`src/sv/bounded_array_list_unit_assert.svh`:
```
// Assertion helpers for the list unit. Both sample on clk_i and are off during reset.
`ifndef BOUNDED_ARRAY_LIST_UNIT_ASSERT_SVH
`define BOUNDED_ARRAY_LIST_UNIT_ASSERT_SVH

// Same-cycle implication.
`define BAL_ASSERT_IMP(lbl, ante, cons, msg) \
  lbl: assert property (@(posedge clk_i) disable iff (!rst_ni) (ante) |-> (cons)) \
    else $error(msg);

// Next-cycle implication.
`define BAL_ASSERT_NXT(lbl, ante, cons, msg) \
  lbl: assert property (@(posedge clk_i) disable iff (!rst_ni) (ante) |=> (cons)) \
    else $error(msg);

`endif

```
`src/sv/bal_pkg.sv`:
```
package bal_pkg;

  localparam int unsigned DEPTH_DEF = 16;

  localparam int unsigned CMD_W  = 3;
  localparam int unsigned POS_W  = 4;
  localparam int unsigned VAL_W  = 32;
  localparam int unsigned STAT_W = 3;
  localparam int unsigned FIDX_W = 4;
  localparam int unsigned CNT_W  = 5;

  localparam logic [CMD_W-1:0] CMD_PUSH_BACK  = 3'd0;
  localparam logic [CMD_W-1:0] CMD_PUSH_FRONT = 3'd1;
  localparam logic [CMD_W-1:0] CMD_POP_BACK   = 3'd2;
  localparam logic [CMD_W-1:0] CMD_INSERT     = 3'd3;
  localparam logic [CMD_W-1:0] CMD_ERASE      = 3'd4;
  localparam logic [CMD_W-1:0] CMD_FIND       = 3'd5;

  localparam logic [STAT_W-1:0] STAT_OK       = 3'd0;
  localparam logic [STAT_W-1:0] STAT_FULL     = 3'd1;
  localparam logic [STAT_W-1:0] STAT_EMPTY    = 3'd2;
  localparam logic [STAT_W-1:0] STAT_BADPOS   = 3'd3;
  localparam logic [STAT_W-1:0] STAT_NOTFOUND = 3'd4;

endpackage

```
`src/sv/bounded_array_list_unit.sv`:
```
// Channel | Handshake                | Payload
// --------+--------------------------+-----------------------------------
// in      | in_valid_i, in_stall_o   | command_i, position_i, value_i
// out     | out_valid_o, out_stall_i | status_o, found_index_o, count_o
//
// One command at a time. Push back, pop back, appends and rejected commands go
// straight to done. Insert / push front shifts the tail up, top entry first, then
// writes the value; erase shifts the tail down; find scans up to the first match.
// Each moved or searched entry uses the single read / single write port of the element
// memory. Reset clears count, state and output valid; the memory needs no clearing
// pass. A stalled result holds the unit in its done state with in_stall_o high.
module bounded_array_list_unit #(
  parameter int unsigned DEPTH = bal_pkg::DEPTH_DEF
) (
  input  logic                       clk_i,
  input  logic                       rst_ni,
  input  logic                       in_valid_i,
  output logic                       in_stall_o,
  input  logic [bal_pkg::CMD_W-1:0]  command_i,
  input  logic [bal_pkg::POS_W-1:0]  position_i,
  input  logic signed [bal_pkg::VAL_W-1:0] value_i,
  output logic                       out_valid_o,
  input  logic                       out_stall_i,
  output logic [bal_pkg::STAT_W-1:0] status_o,
  output logic [bal_pkg::FIDX_W-1:0] found_index_o,
  output logic [bal_pkg::CNT_W-1:0]  count_o
);
  import bal_pkg::*;

  localparam int unsigned AW    = (DEPTH > 1) ? $clog2(DEPTH) : 1;
  localparam int unsigned CW    = $clog2(DEPTH + 1);
  localparam int unsigned CMP_W = (CW > POS_W) ? CW : POS_W;

  localparam int unsigned SW = 3;
  localparam logic [SW-1:0] S_IDLE = 3'd0;
  localparam logic [SW-1:0] S_UP   = 3'd1;
  localparam logic [SW-1:0] S_PUT  = 3'd2;
  localparam logic [SW-1:0] S_DN   = 3'd3;
  localparam logic [SW-1:0] S_FIND = 3'd4;
  localparam logic [SW-1:0] S_DONE = 3'd5;

  logic [SW-1:0]     state_q, state_d;
  logic [CW-1:0]     cnt_q, cnt_d;
  logic [AW-1:0]     idx_q, idx_d;
  logic [AW-1:0]     at_q, at_d;
  logic [VAL_W-1:0]  val_q, val_d;
  logic [STAT_W-1:0] stat_q, stat_d;
  logic [AW-1:0]     found_q, found_d;

  logic              out_valid_q, out_valid_d;
  logic [STAT_W-1:0] out_stat_q;
  logic [FIDX_W-1:0] out_fidx_q;
  logic [CNT_W-1:0]  out_cnt_q;

  logic [VAL_W-1:0]  mem_q [DEPTH];
  logic [VAL_W-1:0]  rd_q;
  logic              mem_we;
  logic [AW-1:0]     mem_wa;
  logic [AW-1:0]     mem_ra;
  logic [VAL_W-1:0]  mem_wd;

  logic              out_free;
  logic              is_full;
  logic              is_empty;
  logic [CW-1:0]     cnt_m1;
  logic [CMP_W-1:0]  pos_x;
  logic [CMP_W-1:0]  cnt_x;
  logic [CMP_W-1:0]  ins_at;

  assign out_free = !out_valid_q || !out_stall_i;
  assign is_full  = (cnt_q == CW'(DEPTH));
  assign is_empty = (cnt_q == '0);
  assign cnt_m1   = cnt_q - CW'(1);
  assign pos_x    = CMP_W'(position_i);
  assign cnt_x    = CMP_W'(cnt_q);
  assign ins_at   = (command_i == CMD_PUSH_FRONT) ? '0 :
                    ((pos_x < cnt_x) ? pos_x : cnt_x);

  always_comb begin
    state_d = state_q;
    cnt_d   = cnt_q;
    idx_d   = idx_q;
    at_d    = at_q;
    val_d   = val_q;
    stat_d  = stat_q;
    found_d = found_q;
    mem_we  = 1'b0;
    mem_wa  = idx_q;
    mem_wd  = rd_q;
    mem_ra  = '0;
    unique case (state_q)
      S_IDLE: begin
        if (in_valid_i) begin
          val_d   = value_i;
          stat_d  = STAT_OK;
          found_d = '0;
          state_d = S_DONE;
          unique case (command_i)
            CMD_PUSH_BACK: begin
              if (is_full) begin
                stat_d = STAT_FULL;
              end else begin
                mem_we = 1'b1;
                mem_wa = cnt_q[AW-1:0];
                mem_wd = value_i;
                cnt_d  = cnt_q + CW'(1);
              end
            end
            CMD_PUSH_FRONT, CMD_INSERT: begin
              if (is_full) begin
                stat_d = STAT_FULL;
              end else if (ins_at == cnt_x) begin
                mem_we = 1'b1;
                mem_wa = cnt_q[AW-1:0];
                mem_wd = value_i;
                cnt_d  = cnt_q + CW'(1);
              end else begin
                // shift the tail up one slot, top entry first
                at_d    = ins_at[AW-1:0];
                idx_d   = cnt_q[AW-1:0];
                mem_ra  = cnt_m1[AW-1:0];
                state_d = S_UP;
              end
            end
            CMD_POP_BACK: begin
              if (is_empty) stat_d = STAT_EMPTY;
              else cnt_d = cnt_m1;
            end
            CMD_ERASE: begin
              if (is_empty) begin
                stat_d = STAT_EMPTY;
              end else if (pos_x >= cnt_x) begin
                stat_d = STAT_BADPOS;
              end else if (pos_x == CMP_W'(cnt_m1)) begin
                cnt_d = cnt_m1;
              end else begin
                idx_d   = pos_x[AW-1:0];
                mem_ra  = pos_x[AW-1:0] + AW'(1);
                state_d = S_DN;
              end
            end
            CMD_FIND: begin
              stat_d = STAT_NOTFOUND;
              if (!is_empty) begin
                idx_d   = '0;
                mem_ra  = '0;
                state_d = S_FIND;
              end
            end
            default: begin
            end
          endcase
        end
      end
      S_UP: begin
        // rd_q holds entry idx-1, read last cycle
        mem_we = 1'b1;
        mem_wa = idx_q;
        mem_wd = rd_q;
        if ((idx_q - AW'(1)) == at_q) begin
          state_d = S_PUT;
        end else begin
          mem_ra = idx_q - AW'(2);
          idx_d  = idx_q - AW'(1);
        end
      end
      S_PUT: begin
        mem_we  = 1'b1;
        mem_wa  = at_q;
        mem_wd  = val_q;
        cnt_d   = cnt_q + CW'(1);
        state_d = S_DONE;
      end
      S_DN: begin
        // rd_q holds entry idx+1
        mem_we = 1'b1;
        mem_wa = idx_q;
        mem_wd = rd_q;
        if ((CW'(idx_q) + CW'(2)) == cnt_q) begin
          cnt_d   = cnt_m1;
          state_d = S_DONE;
        end else begin
          mem_ra = idx_q + AW'(2);
          idx_d  = idx_q + AW'(1);
        end
      end
      S_FIND: begin
        if (rd_q == val_q) begin
          stat_d  = STAT_OK;
          found_d = idx_q;
          state_d = S_DONE;
        end else if ((CW'(idx_q) + CW'(1)) == cnt_q) begin
          state_d = S_DONE;
        end else begin
          mem_ra = idx_q + AW'(1);
          idx_d  = idx_q + AW'(1);
        end
      end
      S_DONE: begin
        if (out_free) state_d = S_IDLE;
      end
      default: begin
        state_d = S_IDLE;
      end
    endcase
  end

  assign out_valid_d = ((state_q == S_DONE) && out_free) || (out_valid_q && out_stall_i);

  always_ff @(posedge clk_i or negedge rst_ni) begin
    if (!rst_ni) begin
      state_q     <= S_IDLE;
      cnt_q       <= '0;
      out_valid_q <= 1'b0;
    end else begin
      state_q     <= state_d;
      cnt_q       <= cnt_d;
      out_valid_q <= out_valid_d;
    end
  end

  always_ff @(posedge clk_i) begin
    idx_q   <= idx_d;
    at_q    <= at_d;
    val_q   <= val_d;
    stat_q  <= stat_d;
    found_q <= found_d;
    if ((state_q == S_DONE) && out_free) begin
      out_stat_q <= stat_q;
      out_fidx_q <= FIDX_W'(found_q);
      out_cnt_q  <= CNT_W'(cnt_q);
    end
  end

  // element store: one write port, one read port, registered read data
  always_ff @(posedge clk_i) begin
    if (mem_we) mem_q[mem_wa] <= mem_wd;
    rd_q <= mem_q[mem_ra];
  end

  assign in_stall_o    = (state_q != S_IDLE);
  assign out_valid_o   = out_valid_q;
  assign status_o      = out_stat_q;
  assign found_index_o = out_fidx_q;
  assign count_o       = out_cnt_q;

`include "bounded_array_list_unit_assert.svh"

  `BAL_ASSERT_IMP(a_cnt_bound, 1'b1, cnt_q <= CW'(DEPTH), "count above capacity")
  `BAL_ASSERT_IMP(a_cnt_step, 1'b1,
                  (cnt_q == $past(cnt_q)) || (cnt_q == $past(cnt_q) + CW'(1)) ||
                  (cnt_q == $past(cnt_q) - CW'(1)), "count moved by more than one")
  `BAL_ASSERT_NXT(a_find_keeps_cnt, state_q == S_FIND, cnt_q == $past(cnt_q), "find changed count")
  `BAL_ASSERT_IMP(a_up_not_full, state_q == S_UP, !is_full, "shift up on full list")
  `BAL_ASSERT_NXT(a_done_loads, (state_q == S_DONE) && out_free, out_valid_q, "result transfer lost")

endmodule

```
`config.mk`:
```
export PLATFORM = sky130hd
export DESIGN_NAME = bounded_array_list_unit
export DESIGN_NICKNAME = d
export VERILOG_FILES = /design/src/sv/bal_pkg.sv /design/src/sv/bounded_array_list_unit.sv
export VERILOG_INCLUDE_DIRS = /design/src /design/src/sv
export SDC_FILE = /design/constraint.sdc
export NUM_CORES = 1
export LEC_CHECK = 0
export ABC_AREA = 1
export ABC_CLOCK_PERIOD_IN_PS = 4900
export BUFFER_PORTS_ARGS = -buffer_cell sky130_fd_sc_hd__buf_2
export CAP_MARGIN = 20
export CORE_MARGIN = 2
export CORE_UTILIZATION = 45
export CTS_CLUSTER_SIZE = 14
export DETAILED_ROUTE_END_ITERATION = 8
export RECOVER_POWER = 100
export SKIP_CTS_REPAIR_TIMING = 1
export SKIP_LAST_GASP = 1
export SLEW_MARGIN = 20
export SYNTH_ARGS = -nofsm -noshare
export SYNTH_HDL_FRONTEND = slang
export SYNTH_SLANG_ARGS = --single-unit
```
`constraint.sdc`:
```
create_clock -name clk_i -period 4.9 [get_ports clk_i]
set_input_delay 1.47 -clock clk_i [delete_from_list [all_inputs] [get_ports clk_i]]
set_output_delay 1.47 -clock clk_i [all_outputs]
set_load 0.01 [all_outputs]
```
Word-level counts from Yosys, hierarchy flattened
Memory sizes are Yosys's and may differ from the RTL's. A register that Yosys moved wholly into a read port is not among the register bits.
Cells that the tools add are included.
{ "word_totals": {"register_bits": 68, "ramBits": 512, "in_bits": 43, "word_cells": 169, "mem_count": 1} }
{ "op_classes": {"add_sub_neg": 9, "n_lt_le_gt_ge": 2, "eq_ne": 39, "muxes": 83, "bitwise_logic": 2, "reduce_logical": 22} }
{ "mem_list": {"columns": ["memory", "words", "width", "read_ports", "rd_clocked_by_memory_dff", "write_ports", "line_no", "source"], "rows": [
  ["mem_q", 16, 32, 1, 1, 1, "bounded_array_list_unit.sv:55", "logic [VAL_W-1:0] mem_q [DEPTH];"]
]} }
{ "op_table": {"columns": ["operator", "n"], "rows": [
  ["2-to-1 mux 32 bit", 4],
  ["case mux 32 bit (2 select lines)", 2],
  ["2-to-1 mux 4 bit", 27],
  ["2-to-1 mux 5 bit", 11],
  ["2-to-1 mux 3 bit", 13],
  ["!= test 3 bit, second input constant", 11],
  ["== test 32 bit", 1],
  ["case mux 4 bit (2 select lines)", 4],
  ["case mux 4 bit (4 select lines)", 2],
  ["case mux 5 bit (4 select lines)", 1],
  ["!= test 2 bit, second input constant", 9],
  ["case mux 3 bit (6 select lines)", 1],
  ["== test 5 bit", 3],
  ["case mux 5 bit (3 select lines)", 1],
  ["AND reduction 13 bit", 1],
  ["== test 3 x 2 -> 1 bit, second input constant", 4],
  ["== test 3 bit, second input constant", 4],
  ["case mux 3 bit (4 select lines)", 1],
  ["case mux 4 bit (3 select lines)", 1],
  ["AND reduction 11 bit", 1],
  ["AND reduction 5 bit", 2],
  ["case mux 3 bit (3 select lines)", 1],
  ["adder 4 x 1 -> 4 bit, second input constant", 2],
  ["2-to-1 mux 1 bit", 8],
  ["other kinds (31)", 42]
]} }

Depth between registers and ports, before layout
Gate-level depths: netlist of run 1.
{ "logic_depth": {"ltp_word": 11, "ltp_mapped": 26} }

Worst setup path before layout of run 1
OpenSTA, ideal clock, no wires.
{ "synth_path": {"kind": "input to register", "start": "in position_i[3] (netlist bit)", "end": "mem mem_q[4][0], enable pin", "setup_ns": 0.421, "arrival_ns": 4.648, "required_ns": 4.479, "setup_slack_ns": -0.169, "stages": 18, "path_buffers": 1, "cell_sequence": "ha_1 -> inv_1 -> nor2_2 -> nand3_2 -> nand3_2 -> nand2_1 -> nand2_1 -> nand2_1 -> nor2_1 -> nand3_2 -> buf_6 -> nor2_1 -> o211ai_1 -> a21oi_1 -> inv_1 -> nor2_1 -> nand2_1 -> nor2_1"} }
{ "synth_via": {"elab_chain_cells": 11, "word_cells_on_any_way": 16, "classes_between": "order compare: 1; eq/ne: 1; mux: 14"} }
{ "synth_lines": {"columns": ["item", "line_no", "source"], "rows": [
  ["start: declaration", "bounded_array_list_unit.sv:20", "input logic [bal_pkg::POS_W-1:0] position_i,"],
  ["less-than comparator 4 x 5 -> 1 bit", "bounded_array_list_unit.sv:77", "((pos_x < cnt_x) ? pos_x : cnt_x);"],
  ["2-to-1 mux 5 bit *", "bounded_array_list_unit.sv:77", null],
  ["2-to-1 mux 5 bit *", "bounded_array_list_unit.sv:76", "assign ins_at = (command_i == CMD_PUSH_FRONT) ? '0 :"],
  ["== test 5 bit *", "bounded_array_list_unit.sv:112", "end else if (ins_at == cnt_x) begin"],
  ["2-to-1 mux 1 bit", "bounded_array_list_unit.sv:112", null],
  ["2-to-1 mux 1 bit", "bounded_array_list_unit.sv:110", "if (is_full) begin"],
  ["case mux 1 bit (2 select lines)", "bounded_array_list_unit.sv:98", "unique case (command_i)"],
  ["2-to-1 mux 1 bit", "bounded_array_list_unit.sv:93", "if (in_valid_i) begin"],
  ["case mux 1 bit (2 select lines)", "bounded_array_list_unit.sv:91", "unique case (state_q)"],
  ["2-to-1 mux 1 bit", "bounded_array_list_unit.sv:237", "if (mem_we) mem_q[mem_wa] <= mem_wd;"],
  ["2-to-1 mux 1 bit (implied by the code)", "bounded_array_list_unit.sv:237", null],
  ["end: declaration", "bounded_array_list_unit.sv:55", null]
]} }
Every way passes the cells marked *; elsewhere a longest branch is shown, timed or not.

Worst setup path after layout of run 1
{ "layout_path": {"start": "reg cnt_q[2]", "end": "mem mem_q[8][0], enable pin"} }
{ "layout_via": {"elab_chain_cells": 11, "word_cells_on_any_way": 19, "classes_between": "order compare: 1; eq/ne: 2; mux: 16"} }
{ "layout_lines": {"columns": ["item", "line_no", "source"], "rows": [
  ["start: declaration", "bounded_array_list_unit.sv:43", "logic [CW-1:0] cnt_q, cnt_d;"],
  ["start signal: assignment", "bounded_array_list_unit.sv:217", "cnt_q <= cnt_d;"],
  ["less-than comparator 4 x 5 -> 1 bit", "bounded_array_list_unit.sv:77", null],
  ["2-to-1 mux 5 bit", "bounded_array_list_unit.sv:77", null],
  ["2-to-1 mux 5 bit", "bounded_array_list_unit.sv:76", null],
  ["== test 5 bit", "bounded_array_list_unit.sv:112", null],
  ["2-to-1 mux 1 bit", "bounded_array_list_unit.sv:112", null],
  ["2-to-1 mux 1 bit", "bounded_array_list_unit.sv:110", null],
  ["case mux 1 bit (2 select lines)", "bounded_array_list_unit.sv:98", null],
  ["2-to-1 mux 1 bit", "bounded_array_list_unit.sv:93", null],
  ["case mux 1 bit (2 select lines)", "bounded_array_list_unit.sv:91", null],
  ["2-to-1 mux 1 bit", "bounded_array_list_unit.sv:237", null],
  ["2-to-1 mux 1 bit (implied by the code)", "bounded_array_list_unit.sv:237", null]
]} }
Several ways; a longest one is shown, not always the timed one.

==> reports/results.tsv, run 1 <==
stage	metric	value	unit
route	vias	21470	
worst_setup_path	worstPathArrival	4.61	ns
worst_setup_path	crit_path_start_kind	flip-flop	
timing	setup_viol	0	
clocking	cts_root_buf	clkbuf_16	
power	vdd_ir_drop_max	0.0006722	V
timing	fmax	0.2333	GHz
timing	fin_tns_setup	0	ns
floorplanning	dieHeight	255.9	µm
floorplanning	ios	57	
synth	synth_area	28560	µm²
synth	synthArstFlopShare	1.471	%
grt	grt_use_met1	33.77	%
worst_setup_path	rrSetupSlack	0.61	ns
synth	ys_ff_latch	612	
synth	syn_nets	2930	
power	p_per_area	777.8	nW/µm²
floorplanning	die_w	255.9	µm
timing	final_hold_viol_count	0	
synth	yosysWarnings	0	
grt	use_met2	41.43	%
grt	grt_max_degree	88	
synth	synth_ff_type	edfxtp_1	
timing	finalCritPeriodShare	87.48	%
worst_setup_path	endpoint_kind	flip-flop	
grt	gr-total-overflow	0	
place	placed_area	30900	µm²
timing	grt_setup_unrepaired	no	
cells_and_area	area_growth	15.51	%
grt	use_met3	3.466	%
place	dp.cells	3749	
floorplanning	rows	92	
clocking	h-tree-depth	3	
grt	busiest_layer	met2	
route	via_per_inst	5.544	
worst_setup_path	cp_data_required_time	5.22	ns
cells_and_area	post-route-cell-area	32990	µm²
route	wl	82870	µm
outcome	status	complete, but fails checks	
floorplanning	core_area	62970	µm²
cells_and_area	antenna-diode-count	0	
route	drc_errors	0	
worst_setup_path	crit_type	flip-flop to flip-flop	
place	dp_hpwl	51830	µm
hold_path	hp-class	flip-flop to flip-flop	
place	io_buffer_count	56	
power	p_leak	0.01295	µW
cells_and_area	fin_nets	3028	
clocking	cts.sinks	612	
route	ant_nets	0	
clocking	cts_buffers	67	
floorplanning	die-area	65500	µm²
timing	drv_slew	33	
grt	track_usage	25.22	%
place	gp_congestion	0.9375	
clocking	cts_max_path_buffers	3	
synth	synth_enable_flop_cells	571	
synth	postSynthAreaPerCell	9.934	µm²
clocking	insertion_delay	0.65	ns
grt	grt_pass1_vias	20850	
timing	fin_crit	4.287	ns
synth	ys_types	42	
run	max-cap-violations	2	
outcome	violations	max-capacitance violations, max-slew violations	
timing	worst_pin_slew	2.217	ns
grt	grt_pass1_wl	127000	µm
synth	postSynthCellCount	2875	
route	wl_per_cell	21.40	µm
grt	antenna_found_initial	1	
floorplanning	start_util	45.36	%
cells_and_area	stdcell_count	3873	
synth	ys_seq_area_share	63.07	%
clocking	clkTransAtPathRegs	0.07	ns
route	drt_iter0_drc	2232	
worst_setup_path	critPathMaxFanout	17	
cells_and_area	drive_gt1_share	10.27	%
timing	max_slew_margin	-47.78	%
timing	fin_worst_skew	0.04547	ns
clocking	cts_tree	yes	
route	first_pass_iters	6	
==> stage by stage <==
step	power, µW	worst slack, ns	hold slack (ns)	util, %
global placement	20610	0.3273	0.4079	49.08
finish	25660	0.6133	0.4222	52.39
floorplan	15670	-0.1691	0.4003	-
CTS	25900	0.8966	0.4204	52.69
global route	27210	0.2965	0.4295	52.39
detailed placement	20710	0.2934	0.4080	49.08
==> per-layer routing <==
| layer | part of all wire (%) | vias to the layer above |
|---|---|---|
| met5 | 0.023 | - |
| met4 | 4.2 | 2 |
| met3 | 5.6 | 166 |
| met2 | 48 | 761 |
| met1 | 42 | 10460 |
| li1 | - | 10080 |
==> cells in the final DEF, fill, tap and decap left out, drive strengths merged <==
cell	synthesis	final
buf	141	131
o221ai	3	3
nand4	10	10
dfrtp	9	9
nand3b	47	47
nand2	987	987
bufinv	0	6
o21ai	86	86
o31ai	1	1
dfxtp	32	32
nor2	73	73
ha	12	12
o22ai	9	9
o2111ai	2	2
xnor2	26	26
a21oi	95	95
or2	11	11
xor2	18	18
edfxtp	571	571
nand3	487	487
a211oi	1	1
o211ai	52	52
clkbuf	34	157
clkinvlp	0	2
inv	156	158
clkinv	0	29
o32ai	1	1
nor3	6	6
a2111oi	2	2
mux2	2	2
nor3b	1	1
==> worst paths after layout <==
| path | start | endpoint | cells past startpoint |
|---|---|---|---|
| max | cnt_q[2] | mem_q[8][0] | 20 |
| min | found_q[2] | found_index_o[2] | 0 |
| max reg2reg | cnt_q[2] | mem_q[8][0] | 20 |
| min reg2reg | found_q[2] | found_index_o[2] | 0 |
| max in group asynchronous | rst_ni | cnt_q[0] | 1 |
| min in group asynchronous | rst_ni | state_q[2] | 1 |
==> registers in the layout, summed over array words and instances (netlist names) <==
register       flops
val_q             32
out_valid_o        1
state_q            3
found_q            4
status_o           3
idx_q              4
stat_q             3
cnt_q              5
found_index_o      4
mem_q            512
at_q               4
count_o            5
rd_q              32
==> worst max-delay path, cell delays in order (launching register included) <==
cell	delay, ns
dfrtp_1	0.66
inv_1	0.34
ha_1	0.38
nand2_1	0.07
nand2_1	0.04
nand2_1	0.12
nand2_2	0.06
nor2_1	0.28
nand2_1	0.12
a21oi_1	0.14
nor2_1	0.08
nand3_2	0.14
clkbuf_1	0.20
o211ai_1	0.10
nand3_1	0.10
nand2_1	0.09
a21oi_1	0.20
nand3_1	0.11
clkbuf_1	0.27
nor2_4	0.22
buf_12	0.21
==> report_power, final <==
part	internal, µW	total, µW	switching (µW)
Clock	2980	5180	2200
Sequential	7970	8510	538
Combinational	3520	12000	8450
==> synthesized netlist by cell type, drive strengths merged, types with 3 or more instances <==
cell type | number | share of area (%)
nand2 | 987 | 13
ha | 12 | 0.53
nand4 | 10 | 0.24
buf | 141 | 2.8
o22ai | 9 | 0.20
or2 | 11 | 0.24
xnor2 | 26 | 0.80
o221ai | 3 | 0.092
dfxtp | 32 | 2.2
o211ai | 52 | 1.4
clkbuf | 34 | 0.45
dfrtp | 9 | 0.79
nand3b | 47 | 1.2
nor2 | 73 | 1.0
a21oi | 95 | 1.7
xor2 | 18 | 0.58
o21ai | 86 | 1.5
nor3 | 6 | 0.11
nand3 | 487 | 8.6
inv | 156 | 2.1
edfxtp | 571 | 60
==> kinds of logic after synthesis <==
family                   synth area share [%]
AND/OR/NAND/NOR                         24.57
multiplexers                          0.07885
adder cells (fa/ha/maj)                0.5257
flip-flops                              63.07
AO/OA/AOI/OAI                           5.073
buffers and inverters                   5.310
XOR/XNOR                                1.376
==> layout make-up <==
class | count | area (µm²)
Clock buffer | 84 | 1800
Clock inverter | 39 | 476.7
Fill cell | 5629 | 29980
Inverter | 156 | 593.1
Multi-Input combinational cell | 1932 | 9184
Sequential cell | 612 | 18010
Tap cell | 846 | 1059
Timing Repair Buffer | 204 | 1864
Note: power is estimated with default switching activity, not from simulation.
==> inputs of run 2 (changes only) <==
- ABC_AREA: 1 -> 0
==> reports/results.tsv, run 2 <==
stage	metric	value	unit
timing	fin_tns_setup	0	ns
power	p_leak	0.01081	µW
grt	grt_pass1_vias	15980	
synth	synth_ff_type	edfxtp_1	
worst_setup_path	reg2reg_to	mem_q[13][19]	
route	ant_nets	0	
cells_and_area	largest_reg_flops	512	
floorplanning	die_w	244.4	µm
floorplanning	dieHeight	244.4	µm
synth	synth_common_cells	edfxtp_1, nand2_1, mux2i_1, o21ai_0, nand3_1	
timing	max_slew_margin	-68.33	%
synth	ys_seq_area_share	69.24	%
clocking	insertion_delay	0.63	ns
floorplanning	start_util	45.26	%
timing	fin_crit	4.458	ns
synth	synth_area	26010	µm²
route	wl	68530	µm
grt	track_usage	23.06	%
worst_setup_path	endpoint_kind	flip-flop	
floorplanning	rows	88	
place	placed_area	28360	µm²
timing	setup_viol	0	
place	io_buffer_count	56	
grt	gr-total-overflow	0	
worst_setup_path	worstPathCellList	clkbuf_1 -> inv_1 -> ha_1 -> nor2b_1 -> o2111ai_1 -> a21oi_1 -> o22ai_1 -> clkbuf_1 -> o22ai_1 -> clkbuf_2 -> a22oi_1 -> o21ai_0 -> clkbuf_2	
hold_path	min_delay_worst_endpoint	status_o[1]	
worst_setup_path	worstPathArrival	4.87	ns
route	wl_per_cell	24.56	µm
synth	synth_mux_area_share	7.431	%
clocking	clkTransAtPathRegs	0.06	ns
synth	synth_enable_flop_cells	571	
hold_path	worstHoldStart	stat_q[1]	
floorplanning	ios	57	
route	drt_iter0_drc	1604	
clocking	cts_root_buf	clkbuf_16	
timing	drv_slew	33	
cells_and_area	drive_gt1_share	13.09	%
synth	yosysWarnings	0	
synth	synth_top_area_share	65.91	%
synth	ys_types	82	
worst_setup_path	cpPeakStageDelay	0.87	ns
synth	synthAdderAreaFrac	0.5772	%
timing	fmax	0.2243	GHz
cells_and_area	post-route-cell-area	30080	µm²
worst_setup_path	reg2reg_depth	13	
clocking	cts.sinks	612	
route	first_pass_iters	6	
synth	synth.most_common_cell	edfxtp_1	
route	drc_errors	0	
cells_and_area	area_growth	15.62	%
place	gp_congestion	0.9047	
route	vias	16240	
place	dp_hpwl	41630	µm
synth	netlist.top_cell.by_area	edfxtp_1	
cells_and_area	fin_nets	2027	
clocking	h-tree-depth	2	
worst_setup_path	critPathMaxFanout	32	
cells_and_area	final_core_util	52.33	%
timing	timing.hold.ws	0.4239	ns
cells_and_area	mostFrequentLayoutCell	edfxtp_1	
floorplanning	die-area	59750	µm²
worst_setup_path	crit_path_start_kind	input port	
power	vdd_ir_drop_max	0.0004438	V
timing	worst_pin_slew	2.525	ns
worst_setup_path	timing.rr.start	cnt_q[0]	
synth	synth_top_family_by_area	compound AO/OA/AOI/OAI gates	
synth	syn_nets	1887	
cells_and_area	antenna-diode-count	0	
cells_and_area	top_regs	mem_q x512, rd_q x32, val_q x32	
timing	finalCritPeriodShare	90.99	%
route	via_per_inst	5.821	
cells_and_area	final_cell_mix	edfxtp_1, nand2_1, mux2i_1	
synth	yosys.area_share.simple	8.080	%
clocking	cts_tree	yes	
synth	ys_top_cells_by_area	edfxtp_1, mux2i_1, nand2_1, dfxtp_1, a22oi_1	
synth	ys_ff_latch	612	
synth	synthArstFlopShare	1.471	%
grt	antenna_found_initial	0	
worst_setup_path	crit_slowest_cell	clkbuf_2	
run	max-cap-violations	1	
worst_setup_path	crit_type	input port to flip-flop	
outcome	violations	max-capacitance violations, max-slew violations	
timing	final_hold_viol_count	0	
synth	synth_compound_area_share	9.937	%
hold_path	hp-class	flip-flop to flip-flop	
clocking	cts_buffers	61	
outcome	status	complete, but fails checks	
hold_path	hold_depth	0	
timing	fin_worst_skew	0.01195	ns
synth	postSynthAreaPerCell	14.20	µm²
synth	synth_xor_area_share	2.212	%
synth	postSynthCellCount	1832	
floorplanning	core_area	57480	µm²
grt	grt_pass1_wl	102900	µm
grt	grt_max_degree	74	
power	p_per_area	739.2	nW/µm²
timing	grt_setup_unrepaired	no	
worst_setup_path	cp_data_required_time	5.31	ns
cells_and_area	largest-register	mem_q	
worst_setup_path	crit_start	position_i[0]	
worst_setup_path	rrSetupSlack	0.62	ns
clocking	cts_max_path_buffers	3	
## run 2: cell types whose count changed after synthesis, sizes merged, moves of 49 or more
| cell | delta |
|---|---|
| a22oi | +70 |
| nand2 | -762 |
| buf | -68 |
| o211ai | -49 |
| nand3 | -404 |
| mux2i | +192 |
| inv | -139 |
## run 2: final cells by class
class	count	area (µm²)
clock buffers	85	1688
repair buffers	191	1597
fillers	4878	27400
multi-input cells	1089	7472
inverters	17	63.81
clock inverters	31	286.5
flip-flops and latches	612	18010
well taps	765	957.2
## run 2: worst max path at each step
stage / depth (start not counted) / end
finish: 13 / mem_q[12][6]
global route: 13 / mem_q[9][7]
global placement: 13 / mem_q[0][20]
floorplan: 10 / mem_q[12][0]
detailed placement: 13 / mem_q[0][15]
CTS: 13 / mem_q[0][15]
## run 2: kinds of logic (layout without fill, tap and decap cells)
group	after synthesis	in the layout
adders and majority gates	12	12
xor gates and xnor gates	61	61
buffers and inverters	131	324
DFF	612	612
muxes	193	193
and+or+nand+nor	450	450
AOI/OAI and AO/OA	373	373
## run 2: stage by stage
stage / total power, µW / setup slack, ns / std cells
2_1_floorplan: 14240 / -0.4717 / 1832
3_3_place_gp: 17790 / 0.1234 / 2674
3_5_place_dp: 17960 / 0.07699 / 2674
4_1_cts: 22590 / 0.7195 / 2790
5_1_grt: 23400 / 0.2101 / 2790
6_report: 22230 / 0.4416 / 2790
## run 2: critical path, delay by kind of cell
kind            cells  cell delay [ns]
compound gates      6             1.21
fa+ha+maj           1             0.24
buf+inv             5             1.79
simple gates        1             0.13
## run 2: routing by layer
layer,wire (µm),vias to the layer above,global-route usage (%)
li1,-,7331,-
met1,30150,8258,32.28
met2,33190,554,38.39
met3,3777,98,2.700
met4,1414,0,6.062
met5,0,-,0
## run 2: report_power, final
group          switching, µW  leakage, µW  internal, µW
Sequential               418      0.00556          7440
Combinational           6170      0.00428          3620
Clock                   1970     0.000972          2620
